===== src/mlp_pkg.sv =====
// Package for the multichannel one-pole low-pass filter.
// Holds widths, limits, register indexes and the sequencer state type.
// No dependencies.
`timescale 1ns / 1ps

package mlp_pkg;

  // Channel storage
  localparam int MAX_CHANNELS = 8;
  localparam int CH_W         = $clog2(MAX_CHANNELS);
  localparam int CNT_W        = 4;

  // Sample and coefficient formats
  localparam int SAMPLE_W = 16;
  localparam int COEFF_W  = 16;
  localparam int STATE_W  = 32;          // signed Q16.16
  localparam int DIFF_W   = STATE_W + 1; // sample*2^16 - state
  localparam int PROD_W   = DIFF_W + COEFF_W + 1;

  // Scaling shifts
  localparam int COEFF_SHIFT = 15;       // Q1.15
  localparam int OUT_SHIFT   = 28;       // Q16.16 * Q4.12 -> integer
  localparam int UPD_W       = PROD_W - COEFF_SHIFT;
  localparam int ACC_W       = UPD_W + 1;
  localparam int RES_W       = PROD_W - OUT_SHIFT;

  localparam int OUT_LIMIT = (1 << 15) - 1;

  // Configuration register indexes
  localparam int CFG_IDX_W = 2;
  typedef enum logic [CFG_IDX_W-1:0] {
    REG_CHANNEL_COUNT   = 2'd0,
    REG_SMOOTHING_COEFF = 2'd1,
    REG_OUTPUT_GAIN     = 2'd2
  } cfg_reg_t;

  // Sequencer states
  typedef enum logic [4:0] {
    ST_IDLE = 5'b00001,
    ST_MUL1 = 5'b00010,
    ST_UPD  = 5'b00100,
    ST_MUL2 = 5'b01000,
    ST_OUT  = 5'b10000
  } seq_state_t;

endpackage


===== src/mlp_mul.sv =====
// Shared signed-by-unsigned multiplier with a registered product.
// Depends on mlp_pkg for operand and product widths.
`timescale 1ns / 1ps

module mlp_mul (
  input  logic                              clk,
  input  logic signed [mlp_pkg::DIFF_W-1:0] a,
  input  logic        [mlp_pkg::COEFF_W-1:0] b,
  output logic signed [mlp_pkg::PROD_W-1:0] product
);

  logic signed [mlp_pkg::COEFF_W:0] b_signed;

  // Zero-extend the unsigned operand so the product stays signed
  assign b_signed = $signed({1'b0, b});

  // Register the product every cycle
  always_ff @(posedge clk) begin
    product <= a * b_signed;
  end

endmodule


===== src/multichannel_one_pole_lowpass_top.sv =====
// Top level of the multichannel one-pole low-pass filter.
// Items do not overlap in the sequencer; the single shared multiplier is used
// twice per item (state update, then output gain) under a 5-state sequencer.
// A result held in the output register with m_tready low keeps the sequencer
// in its output step and stalls the input. Reset (synchronous, rst high)
// zeroes all channel states and the channel pointer, and loads channel_count 1,
// coefficient 32768, gain 4096. Depends on mlp_pkg and mlp_mul.
`timescale 1ns / 1ps

module multichannel_one_pole_lowpass_top (
  input  logic                                clk,
  input  logic                                rst,
  // Input stream
  input  logic                                s_tvalid,
  output logic                                s_tready,
  input  logic [15:0]                         s_tdata,   // [15:0] sample_in
  input  logic                                s_tuser,   // [0] packet_start
  // Output stream
  output logic                                m_tvalid,
  input  logic                                m_tready,
  output logic [15:0]                         m_tdata,   // [15:0] sample_out
  output logic [2:0]                          m_tuser,   // [2:0] channel_of_sample
  // Configuration writes
  input  logic                                cfg_valid,
  output logic                                cfg_ready,
  input  logic [mlp_pkg::CFG_IDX_W-1:0]       cfg_index,
  input  logic [15:0]                         cfg_data
);

  mlp_pkg::seq_state_t state, state_next;

  logic [mlp_pkg::CNT_W-1:0]   channel_count;
  logic [mlp_pkg::COEFF_W-1:0] smoothing_coeff;
  logic [mlp_pkg::COEFF_W-1:0] output_gain;

  logic signed [mlp_pkg::STATE_W-1:0] channel_states [mlp_pkg::MAX_CHANNELS];
  logic [mlp_pkg::CH_W-1:0]           channel_pointer;

  logic [mlp_pkg::CH_W-1:0]           ch;
  logic signed [mlp_pkg::STATE_W-1:0] st;
  logic signed [mlp_pkg::DIFF_W-1:0]  diff;
  logic signed [mlp_pkg::STATE_W-1:0] ns;

  logic                               in_accept;
  logic [mlp_pkg::CH_W-1:0]           ch_sel;
  logic signed [mlp_pkg::DIFF_W-1:0]  diff_next;
  logic [mlp_pkg::CNT_W-1:0]          eff_count;
  logic [mlp_pkg::CNT_W-1:0]          ch_inc;
  logic [mlp_pkg::CH_W-1:0]           pointer_next;

  logic signed [mlp_pkg::DIFF_W-1:0]  mul_a;
  logic        [mlp_pkg::COEFF_W-1:0] mul_b;
  logic signed [mlp_pkg::PROD_W-1:0]  product;

  logic signed [mlp_pkg::PROD_W-1:0]  upd_biased;
  logic signed [mlp_pkg::UPD_W-1:0]   upd_delta;
  logic signed [mlp_pkg::ACC_W-1:0]   ns_wide;
  logic signed [mlp_pkg::STATE_W-1:0] ns_next;

  logic signed [mlp_pkg::PROD_W-1:0]  out_biased;
  logic signed [mlp_pkg::RES_W-1:0]   res_wide;
  logic signed [mlp_pkg::SAMPLE_W-1:0] res_clamped;
  logic                               out_load;

  assign cfg_ready = !rst;
  assign s_tready  = (state == mlp_pkg::ST_IDLE) && !rst;
  assign in_accept = s_tvalid && s_tready;
  assign out_load  = (state == mlp_pkg::ST_OUT) && (!m_tvalid || m_tready);

  // Configuration registers
  always_ff @(posedge clk) begin
    if (rst) begin
      channel_count   <= mlp_pkg::CNT_W'(1);
      smoothing_coeff <= mlp_pkg::COEFF_W'(32768);
      output_gain     <= mlp_pkg::COEFF_W'(4096);
    end else if (cfg_valid && cfg_ready) begin
      unique case (cfg_index)
        mlp_pkg::REG_CHANNEL_COUNT:   channel_count   <= cfg_data[mlp_pkg::CNT_W-1:0];
        mlp_pkg::REG_SMOOTHING_COEFF: smoothing_coeff <= cfg_data;
        mlp_pkg::REG_OUTPUT_GAIN:     output_gain     <= cfg_data;
        default: ;
      endcase
    end
  end

  // Channel selection and next pointer; zero count means one channel, above eight means eight
  always_comb begin
    ch_sel = s_tuser ? '0 : channel_pointer;
    if (channel_count == '0) begin
      eff_count = mlp_pkg::CNT_W'(1);
    end else if (channel_count > mlp_pkg::CNT_W'(mlp_pkg::MAX_CHANNELS)) begin
      eff_count = mlp_pkg::CNT_W'(mlp_pkg::MAX_CHANNELS);
    end else begin
      eff_count = channel_count;
    end
    ch_inc       = mlp_pkg::CNT_W'(ch_sel) + mlp_pkg::CNT_W'(1);
    pointer_next = (ch_inc >= eff_count) ? '0 : ch_inc[mlp_pkg::CH_W-1:0];
    diff_next    = mlp_pkg::DIFF_W'($signed({s_tdata, 16'h0000}))
                 - mlp_pkg::DIFF_W'(channel_states[ch_sel]);
  end

  // Shared multiplier operand select
  always_comb begin
    if (state == mlp_pkg::ST_MUL1) begin
      mul_a = diff;
      mul_b = smoothing_coeff;
    end else begin
      mul_a = mlp_pkg::DIFF_W'(ns);
      mul_b = output_gain;
    end
  end

  mlp_mul u_mul (
    .clk     (clk),
    .a       (mul_a),
    .b       (mul_b),
    .product (product)
  );

  // State update: truncate toward zero, add, saturate to 32 bits
  always_comb begin
    upd_biased = product + (product[mlp_pkg::PROD_W-1]
               ? mlp_pkg::PROD_W'((1 << mlp_pkg::COEFF_SHIFT) - 1) : '0);
    upd_delta  = upd_biased[mlp_pkg::PROD_W-1:mlp_pkg::COEFF_SHIFT];
    ns_wide    = mlp_pkg::ACC_W'(st) + mlp_pkg::ACC_W'(upd_delta);
    if (ns_wide[mlp_pkg::ACC_W-1:mlp_pkg::STATE_W-1] == '0 ||
        ns_wide[mlp_pkg::ACC_W-1:mlp_pkg::STATE_W-1] == '1) begin
      ns_next = ns_wide[mlp_pkg::STATE_W-1:0];
    end else if (ns_wide[mlp_pkg::ACC_W-1]) begin
      ns_next = {1'b1, {(mlp_pkg::STATE_W-1){1'b0}}};
    end else begin
      ns_next = {1'b0, {(mlp_pkg::STATE_W-1){1'b1}}};
    end
  end

  // Output scaling: truncate toward zero, clamp to the symmetric limit
  always_comb begin
    out_biased = product + (product[mlp_pkg::PROD_W-1]
               ? mlp_pkg::PROD_W'((1 << mlp_pkg::OUT_SHIFT) - 1) : '0);
    res_wide   = out_biased[mlp_pkg::PROD_W-1:mlp_pkg::OUT_SHIFT];
    if (res_wide > mlp_pkg::RES_W'(mlp_pkg::OUT_LIMIT)) begin
      res_clamped = mlp_pkg::SAMPLE_W'(mlp_pkg::OUT_LIMIT);
    end else if (res_wide < -mlp_pkg::RES_W'(mlp_pkg::OUT_LIMIT)) begin
      res_clamped = -mlp_pkg::SAMPLE_W'(mlp_pkg::OUT_LIMIT);
    end else begin
      res_clamped = res_wide[mlp_pkg::SAMPLE_W-1:0];
    end
  end

  // Sequencer
  always_comb begin
    state_next = state;
    unique case (state)
      mlp_pkg::ST_IDLE: if (in_accept) state_next = mlp_pkg::ST_MUL1;
      mlp_pkg::ST_MUL1: state_next = mlp_pkg::ST_UPD;
      mlp_pkg::ST_UPD:  state_next = mlp_pkg::ST_MUL2;
      mlp_pkg::ST_MUL2: state_next = mlp_pkg::ST_OUT;
      mlp_pkg::ST_OUT:  if (out_load) state_next = mlp_pkg::ST_IDLE;
      default:          state_next = mlp_pkg::ST_IDLE;
    endcase
  end

  always_ff @(posedge clk) begin
    if (rst) begin
      state <= mlp_pkg::ST_IDLE;
    end else begin
      state <= state_next;
    end
  end

  // Latch the item's channel, old state and difference on acceptance, and the new state in the update step
  always_ff @(posedge clk) begin
    if (in_accept) begin
      ch   <= ch_sel;
      st   <= channel_states[ch_sel];
      diff <= diff_next;
    end
    if (state == mlp_pkg::ST_UPD) begin
      ns <= ns_next;
    end
  end

  // Channel pointer and per-channel filter state
  always_ff @(posedge clk) begin
    if (rst) begin
      channel_pointer <= '0;
      for (int i = 0; i < mlp_pkg::MAX_CHANNELS; i++) begin
        channel_states[i] <= '0;
      end
    end else begin
      if (in_accept) begin
        channel_pointer <= pointer_next;
      end
      if (state == mlp_pkg::ST_UPD) begin
        channel_states[ch] <= ns_next;
      end
    end
  end

  // Output register; hold until the transaction completes
  always_ff @(posedge clk) begin
    if (rst) begin
      m_tvalid <= 1'b0;
    end else if (out_load) begin
      m_tvalid <= 1'b1;
    end else if (m_tready) begin
      m_tvalid <= 1'b0;
    end
  end

  always_ff @(posedge clk) begin
    if (out_load) begin
      m_tdata <= res_clamped;
      m_tuser <= ch;
    end
  end

`ifndef SYNTHESIS
  a_busy_after_accept: assert property (@(posedge clk) disable iff (rst)
    in_accept |=> !s_tready)
    else $error("input accepted again while an item is in flight");

  a_fixed_latency: assert property (@(posedge clk) disable iff (rst)
    in_accept |=> ##3 (state == mlp_pkg::ST_OUT))
    else $error("sequencer did not reach the output step on time");

  a_packet_start_ch0: assert property (@(posedge clk) disable iff (rst)
    (in_accept && s_tuser) |=> (ch == '0))
    else $error("packet start did not select channel zero");

  a_out_clamped: assert property (@(posedge clk) disable iff (rst)
    m_tvalid |-> (m_tdata != 16'h8000))
    else $error("output sample outside the symmetric clamp range");
`endif

endmodule

===== config.mk =====
export PLATFORM = sky130hd
export DESIGN_NAME = multichannel_one_pole_lowpass_top
export DESIGN_NICKNAME = d
export VERILOG_FILES = /design/src/mlp_pkg.sv /design/src/mlp_mul.sv /design/src/multichannel_one_pole_lowpass_top.sv
export SDC_FILE = /design/constraint.sdc
export NUM_CORES = 2
export LEC_CHECK = 0
export BUFFER_PORTS_ARGS = -buffer_cell sky130_fd_sc_hd__buf_2
export CAP_MARGIN = 20
export CORE_AREA = 2 2 267 269
export DETAILED_ROUTE_END_ITERATION = 16
export DIE_AREA = 0 0 269 271
export HOLD_SLACK_MARGIN = 0.06
export PLACE_DENSITY = 0.88
export SYNTH_ARGS = -nofsm -noshare
export SYNTH_HDL_FRONTEND = slang
export SYNTH_SLANG_ARGS = --single-unit

===== constraint.sdc =====
create_clock -name clk -period 11.55 [get_ports clk]
set_clock_uncertainty 0.15 [all_clocks]
set_input_delay 0.5775 -clock clk [delete_from_list [all_inputs] [get_ports clk]]
set_output_delay 0.5775 -clock clk [all_outputs]
set_load 0.005 [all_outputs]

### Word level (Yosys, flattened, before mapping)

Memory sizes are Yosys's and may differ from the RTL's.
Cells that the tools add are included.

| operators by class | value |
|---|---|
| eq/ne operators | 10 |
| $add $sub $neg | 5 |
| multiply operators | 1 |
| reduce and logical (&&, ||, !) cells | 18 |
| multiplexer cells | 24 |
| order comparisons | 4 |

Operator list:

| operator | number |
|---|---|
| two-way mux 32 bit | 3 |
| adder 50 x 15 -> 50 bit | 1 |
| adder 50 x 28 -> 50 bit | 1 |
| multiplier 33 x 17 -> 50 bit | 1 |
| adder 32 x 35 -> 36 bit | 1 |
| two-way mux 33 bit | 1 |
| subtractor 32 x 32 -> 33 bit | 1 |
| two-way mux 16 bit | 2 |
| OR reduction 32 bit | 1 |
| two-way mux 28 bit | 1 |
| one-hot mux 5 bit (5 select lines) | 1 |
| greater-than comparator 22 x 16 -> 1 bit, second input constant | 1 |
| < comparator 22 x 16 -> 1 bit, second input constant | 1 |
| two-way mux 15 bit | 1 |
| equality test 5 bit, second input constant | 2 |
| two-way mux 5 bit | 2 |
| two-way mux 3 bit | 3 |
| two-way mux 1 bit | 8 |
| two-way mux 4 bit | 2 |
| AND reduction 2 bit | 4 |
| equality test 5 x 1 -> 1 bit, second input constant | 1 |
| equality test 5 x 2 -> 1 bit, second input constant | 1 |
| equality test 5 x 3 -> 1 bit, second input constant | 1 |
| equality test 5 x 4 -> 1 bit, second input constant | 1 |
| 14 further kinds | 20 |

| word-level totals | value |
|---|---|
| memories kept | 1 |
| register bits after elaboration | 214 |
| bits in writable memories | 256 |

Memory list:

| memory | words | bits a word | rd ports | clocked after memory_dff | wr ports | RTL line | source |
|---|---|---|---|---|---|---|---|
| channel_states | 8 | 32 | 1 | 0 | 8 | multichannel_one_pole_lowpass_top.sv:36 | `logic signed [mlp_pkg::STATE_W-1:0] channel_states [mlp_pkg::MAX_CHANNELS];` |

### Logic depth before layout (Yosys ltp)

| depth | value |
|---|---|
| depth after elaboration | 7 |
| gate-level depth with buffers | 31 |
| gate-level depth less buffers | 28 |

### Modules after synthesis

Synthesis repeated with hierarchy kept, for this count alone.

| second synthesis, totals | value |
|---|---|
| cell total of the unflattened synthesis | 4231 |
| area, all modules | 42356.9 µm² |

By module, submodules not included:

| module | area an instance (µm²) | sequential area each (µm²) | cells each | times used |
|---|---|---|---|---|
| multichannel_one_pole_lowpass_top | 22908.2 | 12131.6 | 2080 | 1 |
| mlp_mul | 19448.7 | 1001.0 | 2151 | 1 |

### Least setup slack after synthesis

Ideal clock, no wire load.

| timing | value |
|---|---|
| path kind | register -> register |
| from | reg state[4] |
| to | reg u_mul.product[48] in the netlist's numbering |
| buffers on the path | 3 |
| slack | 3.435 ns |
| clock period less this slack | 8.115 ns |
| arrival time | 7.842 ns |
| required time | 11.277 ns |
| cell stages (with the launch flop) | 29 |
| cell sequence | dfxtp_1 > nor2_1 > nand3_1 > buf_1 > buf_1 > clkbuf_1 > mux2i_1 > nor2_1 > fa_1 > inv_1 > fa_1 > inv_1 > fa_1 > fa_1 > fa_1 > inv_1 > fa_1 > inv_1 > ha_1 > and3_1 > and3_1 > o31ai_1 > a21oi_1 > a31o_2 > a31o_2 > a31o_2 > a211oi_1 > a21oi_1 > xor2_1 |

| between the ends | value |
|---|---|
| longest elaborated chain between the ends | 3 |
| elaborated cells on any way between the ends | 4 |
| classes of those cells | mul (1); eq/ne (1); mux (2) |

Ends and longest elaborated chain:

| element | RTL line | source |
|---|---|---|
| start, declared | multichannel_one_pole_lowpass_top.sv:30 | `mlp_pkg::seq_state_t state, state_next;` |
| start signal, assigned | multichannel_one_pole_lowpass_top.sv:165 | `state <= mlp_pkg::ST_IDLE;` |
| start signal, assigned | multichannel_one_pole_lowpass_top.sv:167 | `state <= state_next;` |
| equality test 5 x 2 -> 1 bit (*) | multichannel_one_pole_lowpass_top.sv:104 | `if (state == mlp_pkg::ST_MUL1) begin` |
| two-way mux 33 bit / two-way mux 16 bit (equally long branches) | multichannel_one_pole_lowpass_top.sv:104 |  |
| multiplier 33 x 17 -> 50 bit (*) | mlp_mul.sv:19 | `product <= a * b_signed;` |
| end signal, assigned | mlp_mul.sv:19 |  |
| end, declared | mlp_mul.sv:9 | `output logic signed [mlp_pkg::PROD_W-1:0] product` |

Mark *: on every way between the ends. The rest lies on a longest branch, timed or not.
A chain may end at the register's enable or synchronous reset.

### Worst setup path in the final report

| timing | value |
|---|---|
| from | reg state[3] |
| to | reg u_mul.product[48] in the netlist's numbering |

The elaborated chain is that of the path after synthesis.

==> results.sh <==
export IMPL_cts_tree="done"
export IMPL_post_route_cells_drive_above_1_share_pct=7.52
export IMPL_tightest_slew_ns=1.19
export IMPL_outcome="finished clean"
export IMPL_hp_class="in2reg"
export IMPL_hold_viol_final=0
export IMPL_cts_sinks=469
export IMPL_holdWs_ns=0.0709
export IMPL_cts_buffers_inserted=48
export IMPL_min_from="cfg_data[5]"
export IMPL_critical_path_buf_inv_count=5
export IMPL_period_needed_ns=9.86
export IMPL_rr_endpoint="u_mul.product[48]$_DFF_P_"
export IMPL_yosys_most_used_dff="edfxtp_1"
export IMPL_syn_area_sq_um=41700
export IMPL_cts_root_buffer="clkbuf_16"
export IMPL_critical_path_class="reg2reg"
export IMPL_boundaryPins=62
export IMPL_holdPathStages=3
export IMPL_cts_max_level=2
export IMPL_final_setup_tns_ns=0
export IMPL_cp_arrival_ns=10.22
export IMPL_insertion_delay_ns=0.63
export IMPL_die_w_um=269
export IMPL_antenna_found_initial=0
export IMPL_holdPathEnd="smoothing_coeff[5]$_SDFFE_PP0P_"
export IMPL_path_max_fanout=52
export IMPL_drc=0
export IMPL_die_area_sq_um=72900
export IMPL_path_clk_slew_ns=0.06
export IMPL_synth_seq_cells=469
export IMPL_grt_max_degree=70
export IMPL_timing_final_crit_share_pct=85.4
export IMPL_routedWlPerCell_um=22.8
export IMPL_synth_edf_count=374
export IMPL_r2r_setup_slack_ns=1.69
export IMPL_antenna_left=0
export IMPL_p_per_area_nw_per_um2=154
export IMPL_routabilityCongestion=1.00
export IMPL_wirelength_um=119000
export IMPL_num_vias=32200
export IMPL_clock_fmax_mhz=101
export IMPL_ys_warnings_count=0
export IMPL_worstPathRequired_ns=11.91
export IMPL_slowest_stage="mux2i_4"
export IMPL_grt_pass1_wl_um=184000
export IMPL_synth_avg_cell_area_sq_um=9.83
export IMPL_mappedNetlistNets=4984
export IMPL_rsz0062_at_grt="no"
export IMPL_place_port_buffers=61
export IMPL_r2r_cells=27
export IMPL_core_area_sq_um=69800
export IMPL_hpwl_um=86300
export IMPL_max_clock_path_buffers=3
export IMPL_multi_input_area_sq_um=25200
export IMPL_grt_pass1_vias=33100
export IMPL_post_place_ws_ns=1.85
export IMPL_end_kind="flop"
export IMPL_synth_area_leaders="edfxtp_1, fa_1, inv_1"
export IMPL_utilization_pct=63.6
export IMPL_seq_area_frac_synth_pct=31.5
export IMPL_p_leak_nw=20.2
export IMPL_setup_slack_ns=1.69
export IMPL_grt_usage_pct=33.2
export IMPL_seq_area_sq_um=13100
export IMPL_postSynthCellCount=4237
export IMPL_synth_async_reset_ratio_pct=0
export IMPL_yosysMostFrequentCell="inv_1"
export IMPL_cp_common_cell="fa_1"
export IMPL_synth_cell_types=91
export IMPL_antenna_cells=0
export IMPL_nNetsFinal=4963
export IMPL_synth_commonest_cells="inv_1, nor2_1, fa_1, nand2_1, edfxtp_1"
export IMPL_slew_headroom_pct=18.4
export IMPL_synth_largest_area_cell="edfxtp_1"
export IMPL_start_util_pct=59.7
export IMPL_area_growth_pct=6.61
export IMPL_cp_top_family="adder cells"
export IMPL_rows=97
export IMPL_max_stage_delay_ns=1.09
export IMPL_vdd_drop_max_mv=0.143
export IMPL_setup_viol=0
export IMPL_r2r_start="state[3]$_SDFFE_PP0P_"
export IMPL_fill_cells=5265
export IMPL_drv_cap=0
export IMPL_dr_first_iter_drc_count=3865
export IMPL_grt_overflow=0
export IMPL_slew_violations=0
export IMPL_start_kind="flop"
export IMPL_synth_top_area_share_pct=27.0
export IMPL_die_y_um=271
export IMPL_first_pass_iters=6
export IMPL_vias_per_cell=6.21
where the power goes:
part | leakage (nW) | switching, mW | internal, mW | total (mW)
clock | 0.748 | 0.714 | 0.842 | 1.56
combinational | 15.0 | 2.09 | 1.01 | 3.10
sequential | 4.51 | 0.195 | 2.01 | 2.21
repair_timing:
| item | 4_1_cts | 5_1_grt |
|---|---|---|
| setup endpoints to repair | 0 | 0 |
| hold buffers | 3 | 0 |
| hold endpoints to repair | 3 | 0 |
| buffers inserted | 0 | 0 |
| resized for setup | 0 | 0 |
worst min-delay path: cells and delay by family:
family / cells / cell delay (ns)
and+or+nand+nor: 1 / 0.05
AOI/OAI and AO/OA: 1 / 0.05
buffers and inverters: 1 / 0.10
registers in the layout, indices dropped and copies added (netlist names), 4 cells and up:
register / cells
channel_states: 256
smoothing_coeff: 16
u_mul.product: 50
m_tdata: 16
st: 32
state: 5
channel_count: 4
diff: 32
ns: 32
output_gain: 16
layer usage:
layer,vias up,track usage (%),routed length (um)
li1,13700,-,-
met1,15700,42.9,42400
met2,2329,51.4,52900
met3,508,9.72,16300
met4,0,16.3,6960
met5,-,0,0
layout by cell type (no fill, tap or decap), drive strengths merged, types with 10 or more instances in the layout:
cell,n
a21oi,199
o31ai,10
xnor2,106
and3,26
nor2,566
nand2b,30
xor2,50
a2111oi,10
mux2,54
o21a,19
a21o,58
nor2b,34
fa,504
a31oi,16
buf,107
and2,17
a221oi,36
inv,712
dfxtp,95
clkbuf,56
nand3,38
mux4,17
nor3,29
nand4,26
nand2,477
clkinv,28
a211oi,14
o21ai,96
o21bai,17
mux2i,92
ha,203
edfxtp,374
area by class of cell:
| cell class | instances | share of cell area, % |
|---|---|---|
| inverters | 713 | 6.03 |
| repair buffers | 110 | 1.61 |
| clock inverters | 32 | 0.625 |
| well taps | 940 | 2.65 |
| clock buffers | 56 | 2.79 |
| multi-input cells | 2874 | 56.7 |
| flip-flops and latches | 469 | 29.6 |
through the flow:
stage               instance area [sq um]  total power, mW  instances
finish                              44400             6.86       5194
global route                        44400             7.17       5194
CTS                                 44400             6.74       5191
detailed placement                  42800             5.16       5100
global placement                    42800             5.11       5098
floorplan                           41700             4.25       4237
worst max-delay path by stage:
stage | depth (start not counted) | startpoint | to | slack, ns
finish | 27 | state[3]$_SDFFE_PP0P_ | u_mul.product[48]$_DFF_P_ | 1.69
global route | 24 | state[3]$_SDFFE_PP0P_ | u_mul.product[47]$_DFF_P_ | 1.16
global placement | 24 | state[3]$_SDFFE_PP0P_ | u_mul.product[47]$_DFF_P_ | 2.00
floorplan | 28 | state[4]$_SDFFE_PP0P_ | u_mul.product[48]$_DFF_P_ | 3.43
CTS | 24 | state[3]$_SDFFE_PP0P_ | u_mul.product[47]$_DFF_P_ | 1.80
detailed placement | 24 | state[3]$_SDFFE_PP0P_ | u_mul.product[47]$_DFF_P_ | 1.85
kinds of logic (layout without fill, tap and decap cells):
| kind of cell | count (synthesis) | in the layout | synth area share, % |
|---|---|---|---|
| and+or+nand+nor | 1289 | 1289 | 13.1 |
| adders and majority gates | 707 | 707 | 30.3 |
| AOI/OAI and AO/OA | 559 | 559 | 8.98 |
| muxes | 163 | 163 | 4.59 |
| xor gates and xnor gates | 156 | 156 | 3.28 |
| buffers and inverters | 894 | 911 | 8.22 |
| DFF | 469 | 469 | 31.5 |
(Power assumes the default switching activity.)
